### config.mk
export PLATFORM = sky130hd
export DESIGN_NAME = bflm_ctrl
export DESIGN_NICKNAME = d
export VERILOG_FILES = /design/src/hdl/block_free_used_list_manager_core_defines.svh /design/src/hdl/bflm_pkg.sv /design/src/hdl/bflm_ctrl.sv
export SDC_FILE = /design/constraint.sdc
export NUM_CORES = 1
export LEC_CHECK = 0
export BUFFER_PORTS_ARGS = -buffer_cell sky130_fd_sc_hd__clkbuf_2
export CORE_AREA = 2 2 39 41
export DETAILED_ROUTE_END_ITERATION = 8
export DIE_AREA = 0 0 41 43
export SYNTH_ARGS = -nofsm -noshare
export SYNTH_HDL_FRONTEND = slang
export SYNTH_SLANG_ARGS = --single-unit
### constraint.sdc
create_clock -name clock -period 2.05 [get_ports clock]
set_input_delay 0 -clock clock [delete_from_list [all_inputs] [get_ports clock]]
set_output_delay 0 -clock clock [all_outputs]
set_load 0.01 [all_outputs]
### src/hdl/block_free_used_list_manager_core_defines.svh
// Assertion macros for the block free/used list manager.
// Sampled on the rising edge of clock, disabled while reset is high.
`ifndef BLOCK_FREE_USED_LIST_MANAGER_CORE_DEFINES_SVH
`define BLOCK_FREE_USED_LIST_MANAGER_CORE_DEFINES_SVH

// expression holds at every edge
`define BFLM_ASSERT_ALWAYS(label, expr, msg) \
   label: assert property (@(posedge clock) disable iff (reset) (expr)) \
      else $error(msg);

// consequent holds in the cycle after the antecedent
`define BFLM_ASSERT_NEXT(label, ante, cons, msg) \
   label: assert property (@(posedge clock) disable iff (reset) (ante) |=> (cons)) \
      else $error(msg);

`endif

### src/hdl/bflm_pkg.sv
// Shared types and constants for the block free/used list manager.
// No dependencies; imported by the controller, datapath and top level.
package bflm_pkg;

   localparam int NUM_BLOCKS_DEF = 256;
   localparam int IDX_W          = 8;
   localparam int CNT_W          = 9;
   localparam int REQ_TDATA_W    = 16;
   localparam int RSP_TDATA_W    = 40;
   localparam logic [CNT_W-1:0] BLOCKS_IN_USE_RESET = 9'd256;

   typedef enum logic [1:0] {
      OP_UNLINK           = 2'd0,
      OP_PUSH_FREE_HEAD   = 2'd1,
      OP_APPEND_FREE_TAIL = 2'd2,
      OP_PUSH_USED_HEAD   = 2'd3
   } opcode_type;

   typedef enum logic [1:0] {
      STATUS_OK        = 2'd0,
      STATUS_BAD_INDEX = 2'd1,
      STATUS_FAULT     = 2'd2,
      STATUS_UNLISTED  = 2'd3
   } status_type;

   typedef struct packed {
      logic [5:0]       pad;
      logic [IDX_W-1:0] block_index;
      opcode_type       opcode;
   } req_beat_type;

   typedef struct packed {
      logic [1:0]       pad;
      logic             used_empty;
      logic [IDX_W-1:0] used_head;
      logic             free_empty;
      logic [IDX_W-1:0] free_head;
      logic [CNT_W-1:0] used_count;
      logic [CNT_W-1:0] free_count;
      status_type       status;
   } rsp_beat_type;

   typedef struct packed {
      logic clear;
      logic accept;
      logic exec;
      logic finish;
      logic load;
   } dp_cmd_type;

   typedef struct packed {
      logic clear_last;
      logic rsp_busy;
   } dp_stat_type;

endpackage

### src/hdl/bflm_ctrl.sv
// Controller state machine for the block free/used list manager.
// Depends on bflm_pkg; drives the datapath command struct.
module bflm_ctrl
   import bflm_pkg::*;
(
   input  logic        clock,
   input  logic        reset,
   input  logic        req_tvalid,
   output logic        req_tready,
   input  dp_stat_type stat,
   output dp_cmd_type  cmd
);

   typedef enum logic [3:0] {
      S_CLEAR  = 4'b0001,
      S_IDLE   = 4'b0010,
      S_EXEC   = 4'b0100,
      S_FINISH = 4'b1000
   } state_type;

   state_type state_ff, state_in;

   always_comb begin
      state_in = state_ff;
      cmd      = '0;
      unique case (state_ff)
         S_CLEAR: begin
            cmd.clear = 1'b1;
            if (stat.clear_last) begin
               state_in = S_IDLE;
            end
         end
         S_IDLE: begin
            cmd.accept = req_tvalid;
            if (req_tvalid) begin
               state_in = S_EXEC;
            end
         end
         S_EXEC: begin
            cmd.exec = 1'b1;
            state_in = S_FINISH;
         end
         S_FINISH: begin
            cmd.finish = 1'b1;
            if (!stat.rsp_busy) begin
               cmd.load = 1'b1;
               state_in = S_IDLE;
            end
         end
         default: begin
            state_in = S_CLEAR;
         end
      endcase
   end

   assign req_tready = (state_ff == S_IDLE);

   always_ff @(posedge clock) begin
      if (reset) begin
         state_ff <= S_CLEAR;
      end else begin
         state_ff <= state_in;
      end
   end

endmodule

# Yosys cells after proc, flatten, opt, wreduce, memory -nomap -nowiden
# Index checks and enable logic that the tools add are counted.
# word_totals
out_inout_bits	6
ff_bits	4
# op_classes
n_eq_ne	7
muxes	9
reduce_logical	1
# ops
operator	count
4-bit case mux with 4 select lines	1
4-bit 2-to-1 mux	3
2-bit inequality test (second input constant)	3
4-bit by 1-bit == test with 1-bit output (second input constant)	1
4-bit by 2-bit == test with 1-bit output (second input constant)	1
4-bit by 3-bit == test with 1-bit output (second input constant)	1
4-bit == test (second input constant)	1
1-bit 2-to-1 mux	4
3-bit AND reduction	1
2-bit 2-to-1 mux	1

# Depth between registers and ports, before layout
# Gate-level depths: netlist of run 1.
# logic_depth
word_depth	3
depth_mapped	4
mapped_depth_nobuf	3

# Worst setup path after synthesis of run 1
# No wires, ideal clock.
# synth_timing
path_type	register to register
start	register state_ff[3]
end	register state_ff[2]
synth_period_minus_slack_ns	1.357
arrival_time_ns	1.292
slack_ns	0.693
path_stages_with_launch	4
setup_time_ns	0.065
cell_sequence	dfxtp_1 nor4b_1 and2_1 nor2b_1
# synth_via
elab_chain_len	3
# synth_lines
element	line_no	text
start: declaration	bflm_ctrl.sv:21	state_type state_ff, state_in;
start signal: assignment	bflm_ctrl.sv:62	state_ff <= state_in;
4-bit by 2-bit == test with 1-bit output (*)	n/a	
named net req_tready	bflm_ctrl.sv:9	output logic req_tready,
2-bit inequality test (no line)	n/a	
3-bit AND reduction (no line)	n/a	
# The timed path passes the listed nets; every way through them passes the cells marked *.
# A chain may end at the register's enable or synchronous reset.

==> metrics.yaml, run 1 <==
status:
  outcome: "finished, final reports clean"
sta:
  skew_ps: 7.07
  period_share_pct: 74.8
  slew-limit-headroom_pct: 76.5
  rsz0062_at_grt: "no"
  fmax_mhz: 652
  slew_violations: 0
  finalCriticalPeriod_ps: 1530
  tns_ps: 0
  finalSetupViolCount: 0
  hold_violations: 0
  worst_slew_pin_slew_ps: 343
final_layout:
  fin_nets: 50
  largest_register_ffs: 4
  area_growth_pct: 33.0
  fillers: 165
  mostFrequentLayoutCell: "clkbuf_2"
  final_cell_mix: "clkbuf_2 (10), dfxtp_1 (4), clkbuf_4 (3)"
  top_regs: "state_ff: 4 flops"
  seq_area_um2: 80.1
  antenna_cells: 0
  regMostFlops: "state_ff"
  multiInputGateArea_um2: 163
  drive_gt1_share_pct: 39.5
floorplan:
  die_w_um: 41
  dieArea_um2: 1760
  std_cell_rows: 14
  start_util_pct: 19.2
  num_io_pins: 11
  core_area_um2: 1380
  die_h_um: 43
cts:
  insertion_delay_ps: 240
  cts_resized: 0
  ctsHoldBuffers: 1
  clock-root-buffer: "clkbuf_4"
  clockBufferDepth: 2
  tritoncts: "done"
  clkSinkCount: 4
  path_clk_slew_ps: 40
  cts_made_buffers: 3
  cts_setup_buffers: 0
  h-tree-depth: 1
route:
  drc: 0
  post_drt_via_cell_ratio: 4.47
  initialDrtViolationCount: 0
  wl_um: 575
  vias: 264
  dr.pass1.iters: 1
  wl_per_cell_um: 9.75
  ant_nets: 0
place:
  hpwl_um: 412
  portBuffers: 10
  gp_congestion: 0.741
synthesis:
  yosys_warnings: 0
  synth-simple-area-share_pct: 43.4
  synthTopCellsByArea: "dfxtp_1 (30%), nor4b_1 (6.6%), nand3b_1 (5.7%)"
  synth_compound_area_share_pct: 17.9
  synth_mux_area_share_pct: 0
  yosys.area_share.adder_pct: 0
  syn_inst: 31
  ys_types: 24
  synth_fp_nets: 36
  avgSynthCellArea_um2: 8.56
  yosys.area.top_type: "dfxtp_1"
  ys_seq_area_share_pct: 30.2
  synth_top_area_share_pct: 30.2
  synth_area_um2: 265
  ys_seq_elements: 4
  synth_xor_area_share_pct: 0
  synth_top_family_by_area: "simple AND/OR/NAND/NOR gates"
setup_path:
  worstPathMaxFanout: 8
  path_delay_family: "simple AND/OR/NAND/NOR gates"
  startpoint_type: "flop"
  arrival_ps: 1530
  path_class: "reg2out"
  rr_worst_depth: 3
  crit_path_cell_trace: "inv_2 > or4_4 > nor2_1 > clkbuf_2"
  cp-startpoint: "state_ff[3]"
  cpPeakStageDelay_ps: 540
  reg2reg_slack_ps: 730
  reg2reg_to: "state_ff[0]"
  cp.required_ps: 2050
  critPathBufInv: 2
  worstSetupEndpointType: "primary output"
  crit_slowest_cell: "or4_4"
  crit-reg2reg-launch: "state_ff[3]"
global_routing:
  grt_start_max_net_pins: 14
  antenna_found_initial: 0
  grt_pass1_wl_um: 869
  grt_use_total_pct: 8.14
  grt_pass1_vias: 204
  grt_overflow: 0
worst_hold_path:
  min_path_cells: 3
  hold_path_end: "state_ff[3]"
  min_from: "stat[0]"
  holdCritPathClass: "in2reg"
pwr:
  irDropWorstVdd_uv: 215
  power_w: 0.000246
  power_density_nw_per_um2: 698
  p_leak_nw: 0.149
run:
  cap_violations: 0
-- report_power, final --
part | leakage (nW) | total, W | internal, W | switching (W)
clock network | 0.0138 | 0.000101 | 0.0000657 | 0.0000356
logic | 0.103 | 0.0000444 | 0.0000267 | 0.0000177
registers | 0.0328 | 0.000100 | 0.0000845 | 0.0000159
total | 0.149 | 0.000246 | 0.000177 | 0.0000692
-- cell type report --
cell class / instances / area share [%]
Clock buffer: 3 / 6.38
Inverter: 2 / 2.13
Multi-Input combinational cell: 23 / 46.1
Sequential cell: 4 / 22.7
Tap cell: 16 / 5.67
Timing Repair Buffer: 11 / 17.0
-- synthesized netlist by cell type (all sizes together) --
library cell / n
clkbuf: 1
nand3b: 2
dfxtp: 4
nand2: 1
and2: 1
nor4b: 2
nor3b: 1
nor4: 1
buf: 1
inv: 2
nor2: 1
nor2b: 2
o311ai: 1
and3b: 1
o21ai: 2
nor3: 1
a2111oi: 1
and2b: 1
a21oi: 1
a21o: 1
o31ai: 1
or3b: 1
or4: 1
-- routing by layer --
layer	global-route usage, %	wire, um	up-vias
met4	6.00	0	0
met1	9.68	293	111
met2	8.44	215	11
met3	7.85	66	0
met5	0	0	-
li1	-	-	142
-- metrics by stage --
stage / util, % / setup slack [ps] / std cells / hold WS (ps) / instance area, um2
finish: 25.5 / 516 / 59 / 74.3 / 353
global placement: 23.1 / 741 / 55 / 241 / 320
detailed placement: 23.1 / 733 / 55 / 240 / 320
floorplan: - / 693 / 31 / 47.5 / 265
CTS: 25.5 / 516 / 59 / 76.9 / 353
global route: 25.5 / 420 / 59 / 102 / 353
-- cells by family after synthesis --
kind of cell,count (synthesis)
flip-flops,4
AND/OR/NAND/NOR,16
buffers and inverters,4
AO/OA/AOI/OAI,7
-- worst max-delay path by stage --
stage	endpoint	slack, ps	cells past startpoint
finish	cmd[0]	520	4
global route	cmd[0]	420	4
CTS	cmd[0]	520	4
detailed placement	state_ff[0]	730	3
global placement	state_ff[0]	740	3
floorplan	state_ff[2]	690	3
-- worst reg2reg max path, delay by kind of cell (launching register included) --
kind / cells / cell delay (ps)
AO/OA/AOI/OAI: 1 / 160
buffers and inverters: 1 / 70
flip-flops: 1 / 440
AND/OR/NAND/NOR: 1 / 540
Power figures use the tool's default switching activity.
==> run 2: changes to the inputs <==
Clock period 2.05 ns to 1.5 ns, I/O delays scaled along.
==> run 2 against run 1 <==
Via count up 0.38%. Register-to-register slack got worse by 560 ps. Largest cell class unchanged. Die area unchanged. Worst setup slack lost 440 ps.
==> metrics.yaml, run 2 (same netlist as run 1, synthesis figures left out) <==
setup_path:
  crit_slowest_cell: "or4_4"
  cpPeakStageDelay_ps: 540
  arrival_ps: 1420
  critPathBufInv: 2
  worstPathMaxFanout: 8
  cp.required_ps: 1500
  path_class: "reg2out"
  startpoint_type: "flop"
  path_delay_family: "simple AND/OR/NAND/NOR gates"
  worstSetupEndpointType: "primary output"
  crit_path_cell_trace: "inv_2 > or4_4 > nor2_2 > clkbuf_2"
pwr:
  clockPowerShare_pct: 40.7
  p_int_w: 0.000241
  pwr-share-seq_pct: 40.7
  swShare_pct: 27.9
  power_density_nw_per_um2: 914
  irDropWorstVdd_uv: 295
  power.switching_w: 0.0000931
  p_leak_nw: 0.151
  p_comb_share_pct: 18.6
place:
  dpl_cell_area_um2: 320
  gp_congestion: 0.740
  portBuffers: 10
  hpwl_um: 412
  dpl_worst_slack_ps: 183
final_layout:
  stdcell_area_um2: 365
  area_growth_pct: 37.7
  fin_nets: 50
  largest_register_ffs: 4
  final_cell_mix: "clkbuf_2 (10), clkbuf_4 (3), dfxtp_1 (3)"
  mostFrequentLayoutCell: "clkbuf_2"
  drive_gt1_share_pct: 46.5
  fillers: 164
  top_regs: "state_ff: 4 flops"
  regMostFlops: "state_ff"
  antenna_cells: 0
route:
  dr.pass1.iters: 2
  wl_per_cell_um: 9.93
  wl_um: 586
  vias: 265
  drc: 0
  initialDrtViolationCount: 4
  post_drt_via_cell_ratio: 4.49
  ant_nets: 0
sta:
  period_share_pct: 94.9
  hold_violations: 0
  finalCriticalPeriod_ps: 1420
  fmax_mhz: 703
  finalSetupViolCount: 0
  slew_violations: 0
  skew_ps: 6.07
  worst_slew_pin_slew_ps: 357
  final.setup.worst_slack_ps: 77.2
  rsz0062_at_grt: "yes"
  slew-limit-headroom_pct: 75.6
  holdWs_ps: 81.1
worst_hold_path:
  holdCritPathClass: "in2reg"
global_routing:
  antenna_found_initial: 0
  grt_overflow: 0
  use_met3_pct: 7.85
  grt.busiest_layer: "met1"
  grt_start_max_net_pins: 14
  grt_use_total_pct: 8.14
  grt_pass1_vias: 204
  grtUsageMet1_pct: 9.68
  grt_use_met2_pct: 8.44
  grt_pass1_wl_um: 869
cts:
  clkSinkCount: 4
  path_clk_slew_ps: 40
  tritoncts: "done"
  clockBufferDepth: 2
  clock-root-buffer: "clkbuf_4"
  insertion_delay_ps: 240
  h-tree-depth: 1
  cts_setup_buffers: 0
  cts_made_buffers: 3
floorplan:
  core_area_um2: 1380
  start_util_pct: 19.2
  num_io_pins: 11
  die_h_um: 43
  die_w_um: 41
  dieArea_um2: 1760
  std_cell_rows: 14
status:
  outcome: "finished, final reports clean"
run:
  cap_violations: 0
run 2: cell counts in the layout (fill, tap and decap cells not counted):
No cell type changed its count.
run 2: power by group through the flow:
stage | clock network, W | registers, W | logic, W
after floorplan | 0 | 0.000121 | 0.0000616
after global placement | 0 | 0.000138 | 0.0000602
after detailed placement | 0 | 0.000138 | 0.0000597
after CTS | 0.000141 | 0.000136 | 0.0000620
after global routing | 0.000151 | 0.000139 | 0.0000695
final | 0.000136 | 0.000136 | 0.0000620
run 2: routing by layer:
layer	part of all wire, %	wire length (um)
met1	50	295
met2	39	228
met3	11	62
met4	0	0
met5	0	0
run 2: timing repair:
item / CTS / global route
pin swaps: 0 / 0
endpoints found under the setup margin: 1 / 2
hold buffers: 1 / 0
endpoints found under the hold margin: 1 / 0
gates resized for setup: 1 / 3
run 2: worst min-delay path, delay by kind of cell:
family          cells  cell delay, ps
compound gates      1              90
simple gates        1              80
buf+inv             1             110
run 2: cell type report:
| class | instances | area (um2) | area share [%] |
|---|---|---|---|
| multi-input cells | 23 | 171 | 46.9 |
| clock buffers | 3 | 22.5 | 6.16 |
| repair buffers | 11 | 60.1 | 16.4 |
| well taps | 16 | 20.0 | 5.48 |
| flip-flops and latches | 4 | 83.8 | 22.9 |
| inverters | 2 | 7.51 | 2.05 |
run 2: final timing paths:
| check | slack [ps] | from | cells past startpoint | endpoint |
|---|---|---|---|---|
| setup reg to reg | 170 | state_ff[0] | 3 | state_ff[1] |
| hold / removal | 80 | stat[0] | 3 | state_ff[3] |
| hold reg to reg | 580 | state_ff[3] | 2 | state_ff[3] |
| setup / recovery | 80 | state_ff[3] | 4 | cmd[0] |
run 2: metrics by stage:
step           power (W)  util (%)  setup TNS, ps  cells
3_3_place_gp    0.000198      23.1              0     55
6_report        0.000334      26.4              0     59
3_5_place_dp    0.000198      23.1              0     55
4_1_cts         0.000340      25.6              0     59
2_1_floorplan   0.000183         -              0     31
5_1_grt         0.000359      26.4          -4.36     59
==> run 3: changes to the inputs <==
Settings changed: MAX_ROUTING_LAYER set to met4.
==> run 3 against run 2 <==
Combinational power hardly changed. Sequential power is essentially flat. Sequential share of layout area is the same. Die area unchanged. Routed wire length is 0.34% higher. Largest power group is now the clock network.
==> metrics.yaml, run 3 (same netlist as run 1, synthesis figures left out) <==
status:
  outcome: "finished, final reports clean"
sta:
  holdWs_ps: 79.3
  tns_ps: 0
  finalSetupViolCount: 0
  hold_violations: 0
  rsz0062_at_grt: "yes"
  slew-limit-headroom_pct: 75.4
  fmax_mhz: 701
  finalCriticalPeriod_ps: 1430
  worst_slew_pin_slew_ps: 359
  period_share_pct: 95.1
  skew_ps: 5.99
  slew_violations: 0
cts:
  cts_made_buffers: 3
  clockBufferDepth: 2
  h-tree-depth: 1
  clock-root-buffer: "clkbuf_4"
  path_clk_slew_ps: 40
  tritoncts: "done"
  clkSinkCount: 4
  insertion_delay_ps: 240
setup_path:
  worstPathMaxFanout: 8
  crit-reg2reg-launch: "state_ff[0]"
  reg2reg_to: "state_ff[1]"
  reg2reg_slack_ps: 170
  worstSetupEndpointType: "primary output"
  cp.required_ps: 1500
  path_class: "reg2out"
  startpoint_type: "flop"
  rr_worst_depth: 3
  arrival_ps: 1430
floorplan:
  start_util_pct: 19.2
  std_cell_rows: 14
  dieArea_um2: 1760
  die_w_um: 41
  die_h_um: 43
  num_io_pins: 11
  core_area_um2: 1380
global_routing:
  grt_pass1_vias: 201
  grt_use_total_pct: 8.34
  grt_overflow: 0
  grt_start_max_net_pins: 14
  antenna_found_initial: 0
  grt_pass1_wl_um: 869
worst_hold_path:
  min_path_cells: 3
  min_from: "stat[0]"
  hold_path_end: "state_ff[3]"
  holdCritPathClass: "in2reg"
place:
  gp_congestion: 0.750
  hpwl_um: 412
  portBuffers: 10
  dp.cells: 55
  dpl_cell_area_um2: 320
final_layout:
  largest_register_ffs: 4
  stdcell_area_um2: 365
  final_cell_mix: "clkbuf_2 (10), clkbuf_4 (3), dfxtp_1 (3)"
  drive_gt1_share_pct: 46.5
  fin_nets: 50
  area_growth_pct: 37.7
  mostFrequentLayoutCell: "clkbuf_2"
  top_regs: "state_ff: 4 flops"
  final_cells: 59
  antenna_cells: 0
  regMostFlops: "state_ff"
route:
  vias: 264
  wl_per_cell_um: 9.97
  wl_um: 588
  met3_wirelength_um: 59
  post_drt_via_cell_ratio: 4.47
  drc: 0
  route.top_layer_used: "met3"
  initialDrtViolationCount: 7
  ant_nets: 0
  dr.pass1.iters: 2
  m1WireLength_um: 301
  wl_met2_um: 227
pwr:
  irDropWorstVdd_uv: 295
  power_density_nw_per_um2: 918
  p_leak_nw: 0.151
  power_w: 0.000335
run:
  cap_violations: 0
run 3: cell counts in the layout (fill, tap and decap cells not counted):
Identical to the previous run, type by type.
run 3: repair_timing:
action / CTS / global route
hold buffers: 1 / 0
buffers inserted: 0 / 0
hold endpoints to repair: 1 / 0
gates resized for setup: 1 / 3
setup endpoints to repair: 1 / 2
run 3: power by group:
part | total, W | leakage (nW) | switching, W | internal [W]
clock network | 0.000137 | 0.0138 | 0.0000474 | 0.0000897
logic | 0.0000620 | 0.103 | 0.0000245 | 0.0000375
registers | 0.000136 | 0.0336 | 0.0000223 | 0.000114
total | 0.000335 | 0.151 | 0.0000942 | 0.000241
run 3: how the worst max path moves through the flow:
stage | cells past startpoint | startpoint | to
2_1_floorplan | 3 | state_ff[3] | state_ff[2]
3_3_place_gp | 3 | state_ff[3] | state_ff[0]
3_5_place_dp | 3 | state_ff[3] | state_ff[0]
4_1_cts | 4 | state_ff[3] | cmd[0]
5_1_grt | 4 | state_ff[3] | cmd[0]
6_report | 4 | state_ff[3] | cmd[0]
run 3: metrics by stage:
| stage | worst slack (ps) | utilization (%) |
|---|---|---|
| 6_report | 73.7 | 26.4 |
| 5_1_grt | -4.36 | 26.4 |
| 2_1_floorplan | 143 | - |
| 4_1_cts | 39.3 | 25.6 |
| 3_5_place_dp | 183 | 23.1 |
| 3_3_place_gp | 191 | 23.1 |
run 3: layout make-up:
type                            instances  area, um2
Inverter                                2       7.51
Timing Repair Buffer                   11       60.1
Multi-Input combinational cell         23        171
Clock buffer                            3       22.5
Sequential cell                         4       83.8
Tap cell                               16       20.0
Fill cell                             164       1020
run 3: routing by layer:
| metal | vias to the layer above | track usage, % |
|---|---|---|
| li1 | 139 | - |
| met1 | 114 | 9.68 |
| met2 | 11 | 8.44 |
| met3 | 0 | 7.85 |
| met4 | 0 | 6.00 |
| met5 | - | - |
run 3: critical path, stage by stage, from the launching register on:
cell      delay (ps)
dfxtp_4          380
inv_2             50
or4_4            540
nor2_2            90
clkbuf_2         130
